**config.mk**
```make
export PLATFORM = sky130hd
export DESIGN_NAME = utc_calendar_to_epoch_seconds_core
export DESIGN_NICKNAME = d
export VERILOG_FILES = /design/src/hdl/utc2e_pkg.sv /design/src/hdl/utc2e_alu.sv /design/src/hdl/utc_calendar_to_epoch_seconds_core.sv
export VERILOG_INCLUDE_DIRS = /design/src /design/src/hdl
export SDC_FILE = /design/constraint.sdc
export NUM_CORES = 1
export LEC_CHECK = 0
export BUFFER_PORTS_ARGS = -buffer_cell sky130_fd_sc_hd__buf_2
export CORE_AREA = 2 2 136 138
export DETAILED_ROUTE_END_ITERATION = 12
export DIE_AREA = 0 0 138 140
export GPL_TIMING_DRIVEN = 0
export PLACE_DENSITY = 0.75
export SETUP_SLACK_MARGIN = 0.5
export SLEW_MARGIN = 20
export SYNTH_ARGS = -nofsm -noshare
export SYNTH_HDL_FRONTEND = slang
export SYNTH_SLANG_ARGS = --single-unit
```
**constraint.sdc**
```tcl
create_clock -name clk -period 10.9 [get_ports clk]
set_input_delay 0 -clock clk [delete_from_list [all_inputs] [get_ports clk]]
set_output_delay 0 -clock clk [all_outputs]
set_load 0.02 [all_outputs]
```
**src/hdl/utc_calendar_to_epoch_seconds_core_assert.svh**
```systemverilog
// assertion macros for the calendar to epoch seconds core
// expects clk and rst_n in the scope where the macros are used
`ifndef UTC_CALENDAR_TO_EPOCH_SECONDS_CORE_ASSERT_SVH
`define UTC_CALENDAR_TO_EPOCH_SECONDS_CORE_ASSERT_SVH

// same-cycle implication
`define UTC2E_ASSERT_SAME(lbl, ante, cons) \
    lbl: assert property (@(posedge clk) disable iff (!rst_n) (ante) |-> (cons)) \
        else $error("utc2e assertion failed");

// next-cycle implication
`define UTC2E_ASSERT_NEXT(lbl, ante, cons) \
    lbl: assert property (@(posedge clk) disable iff (!rst_n) (ante) |=> (cons)) \
        else $error("utc2e assertion failed");

`endif

```
**src/hdl/utc2e_pkg.sv**
```systemverilog
// shared types, constants and table functions for the calendar to epoch core
// no dependencies
package utc2e_pkg;

    localparam int unsigned ACC_W = 34;

    localparam logic [ACC_W-1:0] SECS_PER_YEAR = 34'd31536000;
    localparam logic [ACC_W-1:0] SECS_PER_DAY  = 34'd86400;
    localparam logic [ACC_W-1:0] SECS_PER_HOUR = 34'd3600;
    localparam logic [ACC_W-1:0] SECS_PER_MIN  = 34'd60;

    localparam logic [7:0] EPOCH_YEAR   = 8'd70;
    localparam logic [7:0] LAST_PRE_EPOCH = 8'd69;
    localparam logic [7:0] YEAR_1900    = 8'd0;
    localparam logic [7:0] YEAR_2100    = 8'd200;
    localparam logic [3:0] MONTH_FEB    = 4'd1;

    typedef struct packed {
        logic             sub;
        logic [ACC_W-1:0] operand;
    } alu_op_t;

    // gregorian rule on years since 1900: 1900 and 2100 are not leap, 2000 is
    function automatic logic leap_year(input logic [7:0] y);
        return (y[1:0] == 2'b00) && (y != YEAR_1900) && (y != YEAR_2100);
    endfunction

    function automatic logic [ACC_W-1:0] year_secs(input logic [7:0] y);
        return leap_year(y) ? (SECS_PER_YEAR + SECS_PER_DAY) : SECS_PER_YEAR;
    endfunction

    // seconds before each month, months past december saturate
    function automatic logic [ACC_W-1:0] month_start_secs(input logic [3:0] m);
        logic [ACC_W-1:0] s;
        case (m)
            4'd0:    s = 34'd0;
            4'd1:    s = 34'd2678400;
            4'd2:    s = 34'd5097600;
            4'd3:    s = 34'd7776000;
            4'd4:    s = 34'd10368000;
            4'd5:    s = 34'd13046400;
            4'd6:    s = 34'd15638400;
            4'd7:    s = 34'd18316800;
            4'd8:    s = 34'd20995200;
            4'd9:    s = 34'd23587200;
            4'd10:   s = 34'd26265600;
            default: s = 34'd28857600;
        endcase
        return s;
    endfunction

endpackage

```
**src/hdl/utc2e_alu.sv**
```systemverilog
// shared add/subtract unit for the epoch seconds accumulator
// depends on utc2e_pkg
module utc2e_alu
    import utc2e_pkg::*;
(
    input  logic [ACC_W-1:0] acc,
    input  alu_op_t          op,
    output logic [ACC_W-1:0] sum
);

    always_comb
    begin
        if (op.sub)
        begin
            sum = acc - op.operand;
        end
        else
        begin
            sum = acc + op.operand;
        end
    end

endmodule

```
**src/hdl/utc_calendar_to_epoch_seconds_core.sv**
```systemverilog
// top level: utc calendar time to signed unix epoch seconds
// depends on utc2e_pkg, utc2e_alu and the assertion macro header
//
// usage
//   a request is taken at a rising edge with start high and busy low; the
//   calendar fields are sampled at that edge. busy stays high while the
//   request is worked on and no new request is taken.
//   done is high for exactly one cycle with the result on epoch_seconds;
//   the receiver cannot stall it, so it must take it in that cycle.
// operation
//   one shared 34-bit add/subtract unit walks the years between the given
//   year and 1970 at one year per cycle, then adds month, leap day, day,
//   hour, minute and second in turn, each in a state of its own.
//   done and the result are registered from the final, second step; busy
//   falls in the cycle done is shown, so a new request may be taken in
//   that same cycle.
// reset
//   rst_n low clears the sequencer to idle and drops busy and done at once;
//   a request in progress is lost.
`include "utc_calendar_to_epoch_seconds_core_assert.svh"
module utc_calendar_to_epoch_seconds_core
    import utc2e_pkg::*;
(
    input  logic               clk,
    input  logic               rst_n,
    input  logic               start,
    output logic               busy,
    input  logic [7:0]         year_since_1900,
    input  logic [3:0]         month_index,
    input  logic [4:0]         day_of_month,
    input  logic [4:0]         hour_of_day,
    input  logic [5:0]         minute_of_hour,
    input  logic [5:0]         second_of_minute,
    output logic               done,
    output logic signed [33:0] epoch_seconds
);

    typedef enum logic [2:0] {
        ST_IDLE,
        ST_YEAR,
        ST_MONTH,
        ST_LEAP,
        ST_DAY,
        ST_HOUR,
        ST_MIN,
        ST_SEC
    } state_t;

    state_t           state_reg, state_next;
    logic [ACC_W-1:0] acc_reg, acc_next;
    logic [7:0]       y_reg, y_next;
    logic [7:0]       y_end_reg, y_end_next;
    logic             sub_reg, sub_next;
    logic [7:0]       year_reg, year_next;
    logic [3:0]       mon_reg, mon_next;
    logic [4:0]       day_reg, day_next;
    logic [4:0]       hour_reg, hour_next;
    logic [5:0]       min_reg, min_next;
    logic [5:0]       sec_reg, sec_next;
    logic             done_reg, done_next;
    logic [ACC_W-1:0] result_reg, result_next;

    alu_op_t          alu_op;
    logic [ACC_W-1:0] alu_sum;
    logic             accept;

    assign accept = start && (state_reg == ST_IDLE);

    utc2e_alu u_alu (
        .acc     (acc_reg),
        .op      (alu_op),
        .sum     (alu_sum)
    );

    always_comb
    begin
        state_next  = state_reg;
        acc_next    = acc_reg;
        y_next      = y_reg;
        y_end_next  = y_end_reg;
        sub_next    = sub_reg;
        year_next   = year_reg;
        mon_next    = mon_reg;
        day_next    = day_reg;
        hour_next   = hour_reg;
        min_next    = min_reg;
        sec_next    = sec_reg;
        done_next   = 1'b0;
        result_next = result_reg;
        alu_op.sub     = 1'b0;
        alu_op.operand = '0;

        case (state_reg)
            ST_IDLE:
            begin
                if (accept)
                begin
                    year_next = year_since_1900;
                    mon_next  = month_index;
                    day_next  = day_of_month;
                    hour_next = hour_of_day;
                    min_next  = minute_of_hour;
                    sec_next  = second_of_minute;
                    // days count from the first, so start one day down
                    acc_next  = '0 - SECS_PER_DAY;
                    if (year_since_1900 < EPOCH_YEAR)
                    begin
                        sub_next   = 1'b1;
                        y_next     = year_since_1900;
                        y_end_next = EPOCH_YEAR;
                    end
                    else
                    begin
                        sub_next   = 1'b0;
                        y_next     = EPOCH_YEAR;
                        y_end_next = year_since_1900;
                    end
                    state_next = ST_YEAR;
                end
            end
            ST_YEAR:
            begin
                alu_op.sub     = sub_reg;
                alu_op.operand = year_secs(y_reg);
                if (y_reg == y_end_reg)
                begin
                    state_next = ST_MONTH;
                end
                else
                begin
                    acc_next = alu_sum;
                    y_next   = y_reg + 8'd1;
                end
            end
            ST_MONTH:
            begin
                alu_op.operand = month_start_secs(mon_reg);
                acc_next       = alu_sum;
                state_next     = ST_LEAP;
            end
            ST_LEAP:
            begin
                // leap day only after february, saturated months count as december
                alu_op.operand = ((mon_reg > MONTH_FEB) && leap_year(year_reg)) ?
                                 SECS_PER_DAY : '0;
                acc_next       = alu_sum;
                state_next     = ST_DAY;
            end
            ST_DAY:
            begin
                alu_op.operand = ACC_W'(day_reg) * SECS_PER_DAY;
                acc_next       = alu_sum;
                state_next     = ST_HOUR;
            end
            ST_HOUR:
            begin
                alu_op.operand = ACC_W'(hour_reg) * SECS_PER_HOUR;
                acc_next       = alu_sum;
                state_next     = ST_MIN;
            end
            ST_MIN:
            begin
                alu_op.operand = ACC_W'(min_reg) * SECS_PER_MIN;
                acc_next       = alu_sum;
                state_next     = ST_SEC;
            end
            ST_SEC:
            begin
                alu_op.operand = ACC_W'(sec_reg);
                acc_next       = alu_sum;
                result_next    = alu_sum;
                done_next      = 1'b1;
                state_next     = ST_IDLE;
            end
            default:
            begin
                state_next = ST_IDLE;
            end
        endcase
    end

    always_ff @(posedge clk or negedge rst_n)
    begin
        if (!rst_n)
        begin
            state_reg  <= ST_IDLE;
            acc_reg    <= '0;
            y_reg      <= '0;
            y_end_reg  <= '0;
            sub_reg    <= 1'b0;
            year_reg   <= '0;
            mon_reg    <= '0;
            day_reg    <= '0;
            hour_reg   <= '0;
            min_reg    <= '0;
            sec_reg    <= '0;
            done_reg   <= 1'b0;
            result_reg <= '0;
        end
        else
        begin
            state_reg  <= state_next;
            acc_reg    <= acc_next;
            y_reg      <= y_next;
            y_end_reg  <= y_end_next;
            sub_reg    <= sub_next;
            year_reg   <= year_next;
            mon_reg    <= mon_next;
            day_reg    <= day_next;
            hour_reg   <= hour_next;
            min_reg    <= min_next;
            sec_reg    <= sec_next;
            done_reg   <= done_next;
            result_reg <= result_next;
        end
    end

    assign busy          = (state_reg != ST_IDLE);
    assign done          = done_reg;
    assign epoch_seconds = result_reg;

    `UTC2E_ASSERT_NEXT(a_accept_goes_busy, start && !busy, busy)
    `UTC2E_ASSERT_SAME(a_done_when_idle, done, !busy)
    `UTC2E_ASSERT_NEXT(a_done_single, done, !done)
    `UTC2E_ASSERT_SAME(a_year_walk_bounded, state_reg == ST_YEAR, y_reg <= y_end_reg)

endmodule

```
Word-level counts from Yosys, hierarchy flattened
Memory sizes are Yosys's and may differ from the RTL's.
Index checks and enable logic that the tools add are counted.
W data, S select, Z words.
{ "word_totals": {"rom_bits": 288, "memories": 1, "wordCells": 71, "inputBits": 37, "register_bits": 123, "output_inout_bits": 36} }
{ "mem_list": {"columns": ["memory", "words", "width", "read_ports", "rd_clocked_by_memory_dff", "write_ports", "line", "rtl"], "rows": [
  ["(name not given)", 16, 18, 1, 0, 0, "utc2e_pkg.sv:35", "case (m)"]
]} }
{ "op_classes": {"magnitude_cmp": 2, "n_mul": 3, "n_addsub": 3, "n_mux": 18, "reduce_logical": 18, "n_eq_ne": 13} }
{ "ops": {"columns": ["cell", "n"], "rows": [
  ["$pmux W34 S7", 1],
  ["$mux W34", 3],
  ["$pmux W34 S3", 1],
  ["$add A34 B34 Y34", 1],
  ["$sub A34 B34 Y34", 1],
  ["$mux W8", 4],
  ["$pmux W3 S8", 1],
  ["$mux W18", 1],
  ["$mux W17", 1],
  ["$ne A8 B8 Y1 const B", 2],
  ["$pmux W8 S2", 1],
  ["$reduce_bool A8 Y1", 2],
  ["$mul A5 B10 Y15 const B", 1],
  ["$mul A5 B8 Y13 const B", 1],
  ["$eq A3 B3 Y1 const B", 4],
  ["$mul A6 B4 Y10 const B", 1],
  ["$add A8 B1 Y8 const B", 1],
  ["$eq A8 B8 Y1", 1],
  ["$lt A8 B7 Y1 const B", 1],
  ["$eq A3 B2 Y1 const B", 2],
  ["$logic_and A1 B1 Y1", 6],
  ["$mux W3", 2],
  ["$ne A2 B2 Y1 const B", 3],
  ["$reduce_and A2 Y1", 3],
  ["other kinds (9)", 12]
]} }

Depth between registers and ports, before layout
{ "depth": {"depth_word": 10, "depth_mapped": 29, "mapped_depth_nobuf": 29} }

By module
From an unflattened synthesis, not the netlist that was laid out.
{ "hier_totals": {"cells_unflattened": 1197, "hier_area_um2": 10085.9} }
{ "by_module_without_submodules": {"columns": ["module", "cells_each", "seq_area_each_um2", "area_per_inst_um2", "instances"], "rows": [
  ["utc_calendar_to_epoch_seconds_core", 817, 3078.0, 7447.1, 1],
  ["utc2e_alu", 380, 0.0, 2638.8, 1]
]} }

Least setup slack after synthesis
Ideal clock, no wire load.
{ "synth_timing": {"path_kind": "reg2reg", "startpoint": "reg min_reg[3]", "endpoint": "reg result_reg[27] (netlist: epoch_seconds[27])", "arrival_ns": 5.776, "stages_incl_launch_ff": 26, "path_slack_ns": 4.991, "n_path_buf": 0, "t_required_ns": 10.767, "period_less_slack_ns": 5.909, "setup_ns": 0.133, "cell_sequence": "dfrtp_1 > inv_1 > fa_1 > fa_1 > inv_1 > ha_1 > a211oi_1 > o21ai_0 > mux2i_1 > a211oi_1 > nand4_2 > nor4_4 > a21oi_1 > o32ai_1 > nand2_1 > ha_1 > and3_1 > and2_1 > nand2_1 > and3b_1 > o21ai_0 > a31o_2 > a21o_1 > a21oi_1 > xor2_1 > o21ai_0"} }
{ "synth_between": {"elab_chain_cells": 4, "elab_cells_between_ends": 5, "classes_between": "add/sub (2); mul (1); mux (2)"} }
{ "synth_lines": {"columns": ["element", "line", "rtl"], "rows": [
  ["start, declared", "utc_calendar_to_epoch_seconds_core.sv:58", "logic [5:0] min_reg, min_next;"],
  ["start signal, assigned", "utc_calendar_to_epoch_seconds_core.sv:211", "min_reg <= min_next;"],
  ["$mul A6 B4 Y10 (*)", "utc_calendar_to_epoch_seconds_core.sv:163", "alu_op.operand = ACC_W'(min_reg) * SECS_PER_MIN;"],
  ["$pmux W34 S7 (*)", "utc_calendar_to_epoch_seconds_core.sv:93", "case (state_reg)"],
  ["$add A34 B34 Y34 or $sub A34 B34 Y34 (tied branches)", "utc2e_alu.sv:19, utc2e_alu.sv:15", null],
  ["$mux W34 (*)", "utc2e_alu.sv:13", "if (op.sub)"],
  ["end signal, assigned", "utc_calendar_to_epoch_seconds_core.sv:214", "result_reg <= result_next;"],
  ["end, declared", "utc_calendar_to_epoch_seconds_core.sv:61", "logic [ACC_W-1:0] result_reg, result_next;"]
]} }
Mark *: on every way between the ends. The rest lies on a longest branch, timed or not.
A chain may end at the register's enable or synchronous reset.

Final worst setup path
{ "layout_timing": {"startpoint": "reg min_reg[0]", "endpoint": "reg result_reg[33] (netlist: epoch_seconds[33])"} }
The elaborated chain is that of the path after synthesis.

==> metrics.cfg <==
[drt]
vias=8873
wl_per_cell_um=17.4
ant_nets=0
via_per_inst=5.84
drc=0
detail_route.iter0.violations=572
first_pass_iters=5
wl_um=26400

[sta]
worst_pin_slew_ps=1060
setup_ws_ps=3940
setup_viol=0
hold_violations=0
timing.fmax_mhz=144
finalSetupTns_ps=0
finClkSkew_ps=7.89
max-slew-margin-rel_pct=28.5
drv_slew=0
period_minus_slack_ps=6960
grt_setup_unrepaired=no
timing.final.crit_share_pct=63.8

[die]
dieArea_um2=19300
num_rows=49
initial_core_util_pct=54.1
core-area_um2=17800
ios=73
die_h_um=140
chipWidth_um=138

[worst_hold_path]
hold_class=in2reg
min_from=start

[finish]
final_layout_size_suffix_gt1_share_pct=10.7
fin_util_pct=63.6
final_cells=1519
layout.nets=1423
syn_to_final_growth_pct=17.7
antenna_cells=0

[placed_design]
place_ws_ps=4060
place.gp.congestion=0.985
placed_cells=1451
hpwl_um=19600
io_buffers=72

[synthesis]
syn-cell-area_um2=9610
synth-edff-count=0
synthCells=1148
synth_seq_area_share_pct=32.0
synth_nets=1294
synthFlopType=dfrtp_1
avgSynthCellArea_um2=8.37
ys_ff_latch=123
synth_warnings=0
ys_async_sr_fraction_pct=100
synth.distinct_cells=75

[grt]
grt.total_usage_pct=27.8
grt_max_degree=81
grt_overflow=0
antenna_found_initial=0
grt_pass1_wl_um=44100
first_global_vias=9038

[cts]
cts-resized-gates=0
htreeDepth=4
cts-root-buf=clkbuf_16
cts.path.max_buffers=2
cts_tree=built
cts_made_buffers=17
clkLatencyLatePin_ps=430
clkTransAtPathRegs_ps=60
cts_sinks=123
post_cts_buffers=0

[worst_setup_path]
setup.worst_path.class=reg2reg
cp_max_fo=7
required_ps=11210
timing.rr.start=min_reg[0]$_DFFE_PN0P_
worstPathArrival_ps=7270
crit_start=min_reg[0]$_DFFE_PN0P_
start_kind=register
endpoint_kind=register

[flow_run]
cap_violations=0

[outcome]
outcome=completed

[kinds of logic after synthesis]
logic type / after synthesis / synth area share, %
muxes: 11 / 1.17
adders and majority gates: 109 / 15.4
xor gates and xnor gates: 68 / 6.27
AOI/OAI and AO/OA: 334 / 21.4
DFF: 123 / 32.0
buffers and inverters: 112 / 4.46
and+or+nand+nor: 391 / 19.3
[timing repair]
action	CTS	global route
hold buffers	36	0
endpoints found under the setup margin	0	0
endpoints found under the hold margin	168	0
[critical path, cell delays in order, from the launching register on]
cell and delay (ps):
dfrtp_1 480, fa_1 560, fa_1 530, inv_1 60
fa_1 400, nand2b_1 200, a21oi_1 200, mux2i_1 120
nor4b_1 810, nand4_2 270, nor4_4 470, a21oi_1 180
o32ai_1 260, nand2_1 110, ha_1 390, and3_1 230
and2_1 160, nand2_1 60, and2_1 150, o211a_1 140
o31ai_1 250, a21oi_1 150, xor2_2 250, xnor2_1 120
mux2_2 270
[metal layers]
metal / part of all wire, % / track usage [%] / routed length [µm]
met5: 0 / 0 / 0
met4: 3.3 / 11.0 / 864
met3: 4.2 / 3.45 / 1090
met2: 48 / 47.3 / 12700
met1: 44 / 36.2 / 11700
[Yosys cell counts (14+ instances only)]
library cell,n,area [µm²]
a21o_1,14,105
a21oi_1,98,490
clkbuf_1,33,124
dfrtp_1,123,3080
fa_1,16,320
ha_1,93,1160
inv_1,69,259
nand2_1,182,683
nand2b_1,17,106
nand3_1,17,85.1
nor2_1,72,270
nor2b_1,21,131
nor3_1,21,105
o21ai_0,123,616
xnor2_1,40,350
xor2_1,27,236
[layout make-up]
type	instances	area, µm²
repair buffers	110	782
plain buffers	43	170
clock buffers	21	460
well taps	229	287
clock inverters	11	168
multi-input cells	913	6100
fillers	1542	6470
inverters	69	259
flip-flops and latches	123	3080
[per-stage QoR]
stage	cell area [µm²]	hold slack, ps
final	11300	28.5
after global routing	11300	62.7
after CTS	11300	9.29
after detailed placement	10300	-219
after global placement	10300	190
after floorplan	9610	-296
[path summary, 6_finish.rpt]
kind	end	slack, ps	cells after the start
max in group asynchronous	y_end_reg[1]$_DFFE_PN0P_	10180	4
min	y_end_reg[3]$_DFFE_PN0P_	30	3
min in group asynchronous	epoch_seconds[6]$_DFFE_PN0P_	150	3
max reg2reg	epoch_seconds[33]$_DFFE_PN0P_	3940	24
min reg2reg	year_reg[0]$_DFFE_PN0P_	470	2
max	epoch_seconds[33]$_DFFE_PN0P_	3940	24
[cells in the final DEF, fill, tap and decap left out, types with 9 or more instances in the layout]
cell and count:
a211oi_1 9, a21o_1 14, a21oi_1 98, and3_1 9, buf_2 78, clkbuf_1 35, clkbuf_16 17, dfrtp_1 123
dlygate4sd3_1 36, fa_1 16, ha_1 93, inv_1 69, mux2i_1 9, nand2_1 182, nand2b_1 17, nand3_1 17
nor2_1 72, nor2b_1 21, nor3_1 21, o21ai_0 123, xnor2_1 40, xor2_1 27
Power is left out: the tool's default activity adds up to more than one toggle a clock period on the data nets, which glitch-free logic cannot reach.
